===== config.mk =====
export PLATFORM = sky130hd
export DESIGN_NAME = analog_key_rapid_trigger
export DESIGN_NICKNAME = d
export VERILOG_FILES = /design/src/rtl/akrt_pkg.sv /design/src/rtl/analog_key_rapid_trigger.sv /design/src/rtl/akrt_ram.sv
export VERILOG_INCLUDE_DIRS = /design/src /design/src/rtl
export SDC_FILE = /design/constraint.sdc
export NUM_CORES = 2
export LEC_CHECK = 0
export ABC_CLOCK_PERIOD_IN_PS = 10500
export BUFFER_PORTS_ARGS = -buffer_cell sky130_fd_sc_hd__buf_2
export CAP_MARGIN = 20
export CORE_MARGIN = 4
export CORE_UTILIZATION = 55
export CTS_BUF_LIST = sky130_fd_sc_hd__clkbuf_4
export DETAILED_ROUTE_END_ITERATION = 10
export PLACE_DENSITY_LB_ADDON = 0.25
export REMOVE_ABC_BUFFERS = 1
export SYNTH_ARGS = -nofsm -noshare
export SYNTH_HDL_FRONTEND = slang
export SYNTH_SLANG_ARGS = --single-unit

===== constraint.sdc =====
create_clock -name clk -period 10.5 [get_ports clk]
set_input_delay 1.05 -clock clk [delete_from_list [all_inputs] [get_ports clk]]
set_output_delay 1.05 -clock clk [all_outputs]
set_load 0.005 [all_outputs]

===== src/rtl/assert_macros.svh =====
// assertion macros for the rtl files, included by the rapid trigger top
`ifndef ASSERT_MACROS_SVH
`define ASSERT_MACROS_SVH

// same-cycle implication, checked outside reset
`define AKRT_ASSERT_NOW(label, clk, rst, ante, cons) \
  label: assert property (@(posedge clk) disable iff (rst) (ante) |-> (cons)) \
    else $error("akrt assertion failed");

// next-cycle implication, checked outside reset
`define AKRT_ASSERT_NEXT(label, clk, rst, ante, cons) \
  label: assert property (@(posedge clk) disable iff (rst) (ante) |=> (cons)) \
    else $error("akrt assertion failed");

`endif


===== src/rtl/akrt_pkg.sv =====
// types and constants of the analog key rapid trigger
package akrt_pkg;

  localparam int KEY_W        = 6;
  localparam int LEVEL_W      = 16;
  localparam int NUM_KEYS_DEF = 64;
  localparam int CFG_IDX_W    = 3;
  localparam int CFG_DATA_W   = 16;

  typedef enum logic {
    MODE_PLAIN = 1'b0,
    MODE_RAPID = 1'b1
  } trig_mode_t;

  typedef enum logic [CFG_IDX_W-1:0] {
    REG_TRIGGER_MODE   = 3'd0,
    REG_UPPER_POINT    = 3'd1,
    REG_LOWER_POINT    = 3'd2,
    REG_LIFT_DISTANCE  = 3'd3,
    REG_PRESS_DISTANCE = 3'd4,
    REG_NOISE_MARGIN   = 3'd5
  } cfg_reg_t;

  localparam logic [LEVEL_W-1:0] UPPER_POINT_RST    = 16'd3000;
  localparam logic [LEVEL_W-1:0] LOWER_POINT_RST    = 16'd1000;
  localparam logic [LEVEL_W-1:0] LIFT_DISTANCE_RST  = 16'd100;
  localparam logic [LEVEL_W-1:0] PRESS_DISTANCE_RST = 16'd100;
  localparam logic [LEVEL_W-1:0] NOISE_MARGIN_RST   = 16'd0;

  typedef struct packed {
    logic [KEY_W-1:0]   key_index;
    logic [LEVEL_W-1:0] sample;
  } in_word_t;

  typedef struct packed {
    logic [KEY_W-1:0] key_index_out;
    logic             pressed;
  } out_word_t;

  typedef struct packed {
    logic               triggered;
    logic               pending;
    logic               moving_down;
    logic               pressed;
    logic [LEVEL_W-1:0] tracked_level;
  } key_state_t;

  localparam int KEY_STATE_W = $bits(key_state_t);

endpackage


===== src/rtl/analog_key_rapid_trigger.sv =====
// analog key rapid trigger: per-key press detection from analog travel samples
//
// usage
//   sample channel: one word per accepted cycle (sample_valid high, sample_stall
//   low) carrying a key index and its travel reading; lower reading = deeper
//   result channel: one word per sample, in order, with the key index and the
//   pressed state after that sample was applied
//   a sample accepted into the compute stage moves on to the result register and
//   stays valid there until taken; throughput one sample per cycle while
//   result_stall is low, set by the single read-modify-write of the key state ram per sample
//   back-to-back samples for the same key are forwarded from the last write
//   stall: with the result register full and stalled, one more sample is
//   taken into the compute stage; after that sample_stall follows result_stall
//   reset: config registers return to rapid mode, upper 3000, lower 1000,
//   lift 100, press 100, margin 0; per-key valid bits are cleared so every key
//   reads as all-zero state, no clearing pass is needed
//   config writes are taken any time but are meant for an idle block
//   keys at or beyond NUM_KEYS report released and leave no state behind
module analog_key_rapid_trigger #(
  parameter int NUM_KEYS = akrt_pkg::NUM_KEYS_DEF
) (
  input  logic                                     clk,
  input  logic                                     rst,
  input  logic                                     sample_valid,
  output logic                                     sample_stall,
  input  akrt_pkg::in_word_t                       sample_word,
  output logic                                     result_valid,
  input  logic                                     result_stall,
  output akrt_pkg::out_word_t                      result_word,
  input  logic                                     cfg_wr_en,
  input  logic [akrt_pkg::CFG_IDX_W-1:0]           cfg_index,
  input  logic [akrt_pkg::CFG_DATA_W-1:0]          cfg_data
);

  import akrt_pkg::*;

  localparam int AW = (NUM_KEYS > 1) ? $clog2(NUM_KEYS) : 1;

  // configuration registers
  trig_mode_t         trigger_mode;
  logic [LEVEL_W-1:0] upper_point;
  logic [LEVEL_W-1:0] lower_point;
  logic [LEVEL_W-1:0] lift_distance;
  logic [LEVEL_W-1:0] press_distance;
  logic [LEVEL_W-1:0] noise_margin;

  // compute stage
  logic               s1_valid;
  logic [KEY_W-1:0]   s1_key;
  logic [LEVEL_W-1:0] s1_sample;
  logic [AW-1:0]      s1_addr;
  logic               s1_in_range;
  logic               s1_adv;
  logic               sample_accept;

  // per-key valid bits, entry not valid reads as all zero
  logic [NUM_KEYS-1:0] key_vld;

  // last write-back, covers the read that raced it
  logic               fwd_valid;
  logic [AW-1:0]      fwd_addr;
  key_state_t         fwd_state;

  logic [KEY_W+AW-1:0] rd_key_ext;
  logic [KEY_W+AW-1:0] s1_key_ext;
  logic [AW-1:0]       rd_addr;
  logic [KEY_STATE_W-1:0] ram_rd_data;
  logic                ram_we;

  key_state_t cur;
  key_state_t nxt;
  logic       pressed_next;

  logic signed [LEVEL_W+1:0] m_s;
  logic signed [LEVEL_W+1:0] up_s;
  logic signed [LEVEL_W+1:0] lo_s;
  logic signed [LEVEL_W+1:0] lift_s;
  logic signed [LEVEL_W+1:0] press_s;
  logic signed [LEVEL_W+1:0] noise_s;
  logic signed [LEVEL_W+1:0] t_s;

  // handshake: compute stage drains into the result register
  assign s1_adv        = s1_valid && (!result_valid || !result_stall);
  assign sample_stall  = s1_valid && !s1_adv;
  assign sample_accept = sample_valid && !sample_stall;

  // key index widened or narrowed to the ram address
  assign rd_key_ext = {{AW{1'b0}}, sample_word.key_index};
  assign rd_addr    = rd_key_ext[AW-1:0];
  assign s1_key_ext = {{AW{1'b0}}, s1_key};
  assign s1_addr    = s1_key_ext[AW-1:0];
  assign s1_in_range = int'(s1_key) < NUM_KEYS;

  assign ram_we = s1_adv && s1_in_range;

  akrt_ram #(
    .WIDTH (KEY_STATE_W),
    .DEPTH (NUM_KEYS)
  ) u_state_ram (
    .clk     (clk),
    .wr_en   (ram_we),
    .wr_addr (s1_addr),
    .wr_data (nxt),
    .rd_en   (sample_accept),
    .rd_addr (rd_addr),
    .rd_data (ram_rd_data)
  );

  // state as of this sample: forwarded, stored, or reset value
  always_comb begin
    if (fwd_valid && (fwd_addr == s1_addr)) begin
      cur = fwd_state;
    end else if (s1_in_range && key_vld[s1_addr]) begin
      cur = key_state_t'(ram_rd_data);
    end else begin
      cur = '0;
    end
  end

  // key update, differences taken signed at 18 bits
  always_comb begin
    nxt     = cur;
    m_s     = signed'({2'b00, s1_sample});
    up_s    = signed'({2'b00, upper_point});
    lo_s    = signed'({2'b00, lower_point});
    lift_s  = signed'({2'b00, lift_distance});
    press_s = signed'({2'b00, press_distance});
    noise_s = signed'({2'b00, noise_margin});
    t_s     = '0;
    unique case (trigger_mode)
      MODE_RAPID: begin
        // dead zones
        if (m_s > up_s) begin
          nxt.triggered     = 1'b0;
          nxt.tracked_level = upper_point;
          nxt.pressed       = 1'b0;
          nxt.moving_down   = 1'b0;
        end else if (m_s < lo_s) begin
          nxt.triggered     = 1'b0;
          nxt.tracked_level = lower_point;
          nxt.pressed       = 1'b1;
          nxt.moving_down   = 1'b1;
        end
        t_s = signed'({2'b00, nxt.tracked_level});
        // inside the band: follow travel, re-trigger on reversal
        if (nxt.triggered) begin
          if (nxt.pending) begin
            if ((m_s - t_s) >= lift_s) begin
              nxt.pending = 1'b0;
              nxt.pressed = 1'b0;
            end else if ((t_s - m_s) >= press_s) begin
              nxt.pending = 1'b0;
              nxt.pressed = 1'b1;
            end
          end else if ((m_s > t_s) && ((m_s - t_s) > noise_s) && nxt.moving_down) begin
            nxt.pending     = 1'b1;
            nxt.moving_down = 1'b0;
          end else begin
            nxt.tracked_level = s1_sample;
          end
        end
        // entering the band
        if (!nxt.triggered && (m_s >= lo_s) && (m_s <= up_s)) begin
          nxt.triggered   = 1'b1;
          nxt.pressed     = 1'b1;
          nxt.pending     = 1'b0;
          nxt.moving_down = !nxt.moving_down;
        end
      end
      MODE_PLAIN: begin
        nxt.pressed = (up_s - m_s) > noise_s;
      end
      default: begin
        nxt = cur;
      end
    endcase
    pressed_next = s1_in_range && nxt.pressed;
  end

  // control registers
  always_ff @(posedge clk) begin
    if (rst) begin
      s1_valid     <= 1'b0;
      result_valid <= 1'b0;
      fwd_valid    <= 1'b0;
      key_vld      <= '0;
    end else begin
      if (sample_accept) begin
        s1_valid <= 1'b1;
      end else if (s1_adv) begin
        s1_valid <= 1'b0;
      end
      if (s1_adv) begin
        result_valid <= 1'b1;
      end else if (!result_stall) begin
        result_valid <= 1'b0;
      end
      if (ram_we) begin
        fwd_valid        <= 1'b1;
        key_vld[s1_addr] <= 1'b1;
      end
    end
  end

  // payload registers
  always_ff @(posedge clk) begin
    if (sample_accept) begin
      s1_key    <= sample_word.key_index;
      s1_sample <= sample_word.sample;
    end
    if (s1_adv) begin
      result_word.key_index_out <= s1_key;
      result_word.pressed       <= pressed_next;
    end
    if (ram_we) begin
      fwd_addr  <= s1_addr;
      fwd_state <= nxt;
    end
  end

  // configuration writes
  always_ff @(posedge clk) begin
    if (rst) begin
      trigger_mode   <= MODE_RAPID;
      upper_point    <= UPPER_POINT_RST;
      lower_point    <= LOWER_POINT_RST;
      lift_distance  <= LIFT_DISTANCE_RST;
      press_distance <= PRESS_DISTANCE_RST;
      noise_margin   <= NOISE_MARGIN_RST;
    end else if (cfg_wr_en) begin
      unique case (cfg_index)
        REG_TRIGGER_MODE:   trigger_mode   <= trig_mode_t'(cfg_data[0]);
        REG_UPPER_POINT:    upper_point    <= cfg_data;
        REG_LOWER_POINT:    lower_point    <= cfg_data;
        REG_LIFT_DISTANCE:  lift_distance  <= cfg_data;
        REG_PRESS_DISTANCE: press_distance <= cfg_data;
        REG_NOISE_MARGIN:   noise_margin   <= cfg_data;
        default: begin
        end
      endcase
    end
  end

  // checks
`include "assert_macros.svh"

  // keys beyond the table always report released
  `AKRT_ASSERT_NOW(a_oob_released, clk, rst,
    result_valid && (int'(result_word.key_index_out) >= NUM_KEYS), !result_word.pressed)
  // a finished word lands in the result register
  `AKRT_ASSERT_NEXT(a_adv_result, clk, rst, s1_adv, result_valid)
  // an accepted word occupies the compute stage next cycle
  `AKRT_ASSERT_NEXT(a_accept_s1, clk, rst, sample_accept, s1_valid)

endmodule


===== src/rtl/akrt_ram.sv =====
// generic single-write, single-read ram with registered read data
module akrt_ram #(
  parameter int WIDTH = 8,
  parameter int DEPTH = 16,
  localparam int AW = (DEPTH > 1) ? $clog2(DEPTH) : 1
) (
  input  logic             clk,
  input  logic             wr_en,
  input  logic [AW-1:0]    wr_addr,
  input  logic [WIDTH-1:0] wr_data,
  input  logic             rd_en,
  input  logic [AW-1:0]    rd_addr,
  output logic [WIDTH-1:0] rd_data
);

  logic [WIDTH-1:0] mem [DEPTH];

  always_ff @(posedge clk) begin
    if (wr_en) begin
      mem[wr_addr] <= wr_data;
    end
    if (rd_en) begin
      rd_data <= mem[rd_addr];
    end
  end

endmodule


======== Yosys cells after proc, flatten, opt, wreduce, memory -nomap -nowiden ========
Memory sizes are Yosys's and may differ from the RTL's. A register that Yosys moved wholly into a read port is not among the register bits.
Cells that the tools add are included.
W data, S select, Z words.
storage, ports and cells
  register bits ........................... 196
  memory bits (writable) .................. 1280
  input bits .............................. 46
  output and inout bits ................... 9
  memories ................................ 1
cells by class
  add/sub/neg operators ................... 3
  order comparisons ....................... 11
  equal/unequal tests ..................... 7
  multiplexer cells ....................... 34
  bitwise operators ....................... 2
  reduce and logical (&&, ||, !) cells .... 24
memories
  memory           words  bits a word  rd ports  clocked after Yosys merged registers in  wr ports  line            text
  u_state_ram.mem  64     20           1         1                                        1         akrt_ram.sv:16  logic [WIDTH-1:0] mem [DEPTH];
operators by type and width
  operator              number
  $or A64 B64 Y64       1
  $mux W18              3
  $sub A16 B16 Y17      3
  $mux W16              3
  $mux W20              2
  $mux W19              2
  $ge A17 B17 Y1        2
  $gt A17 B17 Y1        2
  $gt A16 B16 Y1        2
  $mux W1               18
  $ge A16 B16 Y1        1
  $le A16 B16 Y1        1
  $lt A16 B16 Y1        1
  $reduce_and A2 Y1     6
  $logic_and A1 B1 Y1   9
  $lt A6 B7 Y1 const B  1
  $bmux W1 S6           1
  $demux W1 S6          1
  $eq A3 B2 Y1 const B  2
  $eq A3 B3 Y1 const B  2
  $eq A6 B6 Y1          1
  $ge A6 B1 Y1 const B  1
  $logic_not A1 Y1      6
  $mux W4               1
  9 further kinds       9

======== Logic depth before layout (Yosys ltp) ========
  depth in word-level cells ............... 18
  depth in mapped cells ................... 34

======== Hierarchy ========
From an unflattened synthesis, not the netlist that was laid out.
unflattened totals
  cells, all modules ...................... 3736
  area total of the unflattened synthesis .. 62145.9 µm²
by module, submodules not included
  module                    times used  cells each  area each (µm²)  seq. area each (µm²)
  akrt_ram                  1           2243        49695.2          39037.4
  analog_key_rapid_trigger  1           1493        12450.7          4404.2

======== Worst setup path before layout ========
No wires, ideal clock.
  path type ............................... reg-to-reg
  from .................................... register s1_sample[1]
  to ...................................... register fwd_state[0] (netlist name) (data pin)
  library setup time ...................... 0.709 ns
  arrival time ............................ 8.712 ns
  path slack .............................. 1.079 ns
  cell stages (with the launch flop) ...... 33
  period minus slack after synthesis ...... 9.421 ns
  cell sequence ........................... edfxtp_1 > inv_1 > ha_1 > nand2b_1 > a21oi_1 > or4_1 > and3_1 > clkbuf_1 > or2_2 > clkbuf_1 > nand2_1 > clkbuf_1 > o31ai_1 > inv_1 > ha_1 > clkbuf_1 > a21o_1 > nor3_1 > a31oi_1 > o21ai_0 > nor2b_1 > o21bai_1 > a21oi_1 > xnor2_1 > ha_1 > a21o_1 > a21oi_1 > o21a_1 > a21oi_1 > o311ai_0 > o211ai_4 > mux2_2 > o21ai_0
RTL lines
  item                    line                             text
  start, declared         analog_key_rapid_trigger.sv:50   logic [LEVEL_W-1:0] s1_sample;
  start signal, assigned  analog_key_rapid_trigger.sv:209  s1_sample <= sample_word.sample;
  end signal, assigned    analog_key_rapid_trigger.sv:217  fwd_state <= nxt;
  end, declared           analog_key_rapid_trigger.sv:62   key_state_t fwd_state;

==> impl_metrics.toml <==
[clock_network]
clockRootBuffer = "clkbuf_4"
clkTransAtPathRegs_ns = 0.07
cts-buffers-inserted = 387
htree_levels = 5
cts_setup_buffers = 0
cts.sink_count = 1496
worst_skew_pair.late_latency_ns = 1.25
cts_resized = 0
ctsLongestPathBuffers = 4
cts_tree = "done"

[timing]
setup_slack_ns = 1.20
finalHoldViolCount = 0
fin_skew_ns = 0.104
slew_viol_final = 0
slew_headroom = 0.221
fmax_mhz = 108
period_share = 0.886
setup_viol = 0
worstMarginPinSlew_ns = 1.17
rsz0062_at_grt = "no"
finalSetupTns_ns = 0
finalCriticalPeriod_ns = 9.30

[worst_hold_path]
hp-start = "cfg_data[1]"
holdCritPathClass = "input port to flip-flop"
min_path_cells = 3
min_to = "upper_point[1]"

[global_route]
grt_pass1_wl_um = 252000
grt_usage = 0.306
use_met2 = 0.479
antenna_found_initial = 9
grt_use_met3 = 0.0781
grt_pass1_vias = 35918
use_met1 = 0.415
globalRouteOverflowTotal = 0
grt_busiest_layer = "met2"
grt_max_degree = 109

[placed_design]
gp_congestion = 0.917
io_buffers = 54
place_hpwl_um = 107000
post-place-ws_ns = 1.40

[floorplanning]
core_region_area_um2 = 111000
start_util = 0.555
die_h_um = 342
std_cell_rows = 122
die_w_um = 342
io_pins = 55
dieArea_um2 = 117000

[setup_path]
crit_arrival_ns = 10.25
cp_slowest_cell = "edfxtp_1"
r2r-start = "s1_addr[1]"
critPathMaxStageDelay_ns = 1.04
worstSetupPathType = "flip-flop to flip-flop"
end_kind = "flip-flop"
r2r_cells = 28
cp.required_ns = 11.45
worstSetupStartpointType = "flip-flop"
r2r_end = "u_state_ram.mem[14][0]"
crit_fanout = 65
worst-r2r-setup-slack_ns = 1.20

[power_and_ir_drop]
comb_power_share = 0.075
switching_share = 0.235
powerDensity_nw_per_um2 = 176
sequentialPowerShare = 0.536
cellLeakagePower_nw = 24.3
internal-power_mw = 9.39
power_frac_clock = 0.389
power_switching_mw = 2.88
vdd_drop_max_mv = 0.128

[detailed_routing]
via_count = 35517
wl_per_cell_um = 31.7
finalWirelength_um = 176000
drc = 0
drtIter0Drc = 4524
via_per_inst = 6.40
dr.pass1.iters = 5
route.antenna.remaining_nets = 0

[synth]
synth-main-ff-cell = "edfxtp_1"
synth-async-reset-ratio = 0
netlist_instances = 3365
avgSynthCellArea_um2 = 18.3
yosys-top-cells-area = "edfxtp_1 66%, mux4_2 16%, dfxtp_1 4.8%"
synth_area_um2 = 61500
synthDominantCellAreaShare = 0.658
synth_edf_count = 1348
synth_cell_types = 72
synth_largest_area_cell = "edfxtp_1"
ys_ff_latch = 1496
synth-seq-area-share = 0.706
synth_warnings = 0

[flow_run]
drv_cap = 0

[cells_and_area]
drive_above_1_share = 0.319
area_delta_synth_final_pct = 13.4
nNetsFinal = 3952
fin_util = 0.629

[status]
status = "complete, no violations"
[cell type report]
class	instances	area, um^2
flip-flops and latches	1496	43400
fillers	7877	41100
multi-input cells	1579	17600
clock buffers	551	4140
well taps	1488	1860
repair buffers	190	1650
clock inverters	117	549
inverters	121	454
diodes	10	25.0
[metrics by stage]
stage / power, mW / cells / hold slack [ns] / cell area (um^2)
floorplan: 7.22 / 3196 / 0.430 / 60800
global placement: 7.60 / 4852 / 0.442 / 64800
detailed placement: 7.62 / 4855 / 0.446 / 64800
CTS: 12.4 / 5541 / 0.00535 / 69700
global route: 12.8 / 5547 / 0.0839 / 69700
finish: 12.3 / 5552 / 0.174 / 69800
[synthesized netlist by cell type (4+ instances only)]
master    instances
nand4_1          19
xnor2_1          31
o22a_1           16
and2_1           20
a21o_1           28
mux2_2            7
buf_1            29
nand3b_1         16
o211ai_1          9
mux2_1            8
nor4_1            9
buf_2             5
o21ai_1          13
inv_1           119
o21ba_2           8
edfxtp_1       1348
dfxtp_1         148
and3b_1           5
a21oi_1         129
ha_1            128
a211o_1          10
nand3_1          18
a211oi_1          8
a31oi_1           6
o31ai_1          20
nor2_1          232
o21bai_1          6
nor3b_1           4
nand2b_1          6
clkbuf_1        130
nor3_1           12
mux2i_1           6
nand2_1         193
xor2_1           10
and3_1           24
nor2b_1          19
o21ai_0          65
o21a_1            7
mux4_2          430
[registers in the layout (all words and copies together), names as in the netlist]
signal and count:
u_state_ram.mem 1280, key_vld 64, fwd_state 20, u_state_ram.rd_data 20, lift_distance 16, lower_point 16
noise_margin 16, press_distance 16, s1_sample 16, upper_point 16, fwd_addr 6, s1_addr 6
fwd_valid 1, result_valid 1, s1_valid 1, trigger_mode 1
[what timing repair did]
| item | in CTS | in global routing |
|---|---|---|
| hold endpoints to repair | 18 | 0 |
| endpoints found under the setup margin | 0 | 0 |
| hold buffers | 18 | 0 |
[worst max-delay path: cells and delay by family (launching register included)]
kind	cells	cell delay, ns
xor+xnor	1	0.27
fa+ha+maj	2	0.84
simple gates	9	2.49
compound gates	10	2.40
flops	1	1.04
buf+inv	4	0.89
mux	2	0.99
[power groups by stage]
| stage | Sequential (mW) | Combinational [mW] | Clock, mW |
|---|---|---|---|
| after floorplan | 6.71 | 0.506 | 0 |
| after CTS | 6.58 | 0.920 | 4.87 |
| final | 6.58 | 0.920 | 4.77 |
| after detailed placement | 6.71 | 0.912 | 0 |
| after global placement | 6.71 | 0.894 | 0 |
| after global routing | 6.58 | 0.994 | 5.20 |
[cells in the final DEF (no fill, tap or decap), drive strengths merged, types with 19 or more instances in the layout]
cell       n
clkbuf   551
clkinv   107
a21o      28
buf      171
xnor2     31
nand4     19
ha       128
nand2    193
o21ai     78
and2      21
mux4     430
a21oi    129
nor2b     19
and3      24
nor2     232
edfxtp  1348
dfxtp    148
o31ai     20
inv      125
[worst max path at each step]
stage / startpoint / to / slack (ns) / cells after the start
floorplan: s1_addr[1] / fwd_state[0] / 0.56 / 26
global placement: s1_addr[1] / u_state_ram.mem[32][4] / 1.40 / 27
detailed placement: s1_addr[1] / u_state_ram.mem[33][4] / 1.40 / 28
CTS: s1_addr[1] / u_state_ram.mem[35][4] / 1.31 / 28
global route: s1_addr[1] / u_state_ram.mem[35][4] / 0.89 / 29
finish: s1_addr[1] / u_state_ram.mem[14][0] / 1.20 / 28
[routing by layer]
| layer | routed length (um) | share of wire |
|---|---|---|
| met5 | 11 | 0.000062 |
| met4 | 6460 | 0.037 |
| met3 | 19500 | 0.11 |
| met2 | 84600 | 0.48 |
| met1 | 65500 | 0.37 |
[cells by family (layout without fill, tap and decap cells)]
logic type | after synthesis | after routing | synth area share
adders and majority gates | 131 | 131 | 0.0270
other | 0 | 10 | 0
xor gates and xnor gates | 41 | 41 | 0.00584
muxes | 452 | 452 | 0.161
buffers and inverters | 290 | 979 | 0.0182
AOI/OAI and AO/OA | 364 | 364 | 0.0381
and+or+nand+nor | 591 | 591 | 0.0431
DFF | 1496 | 1496 | 0.706
(Power assumes the default switching activity.)
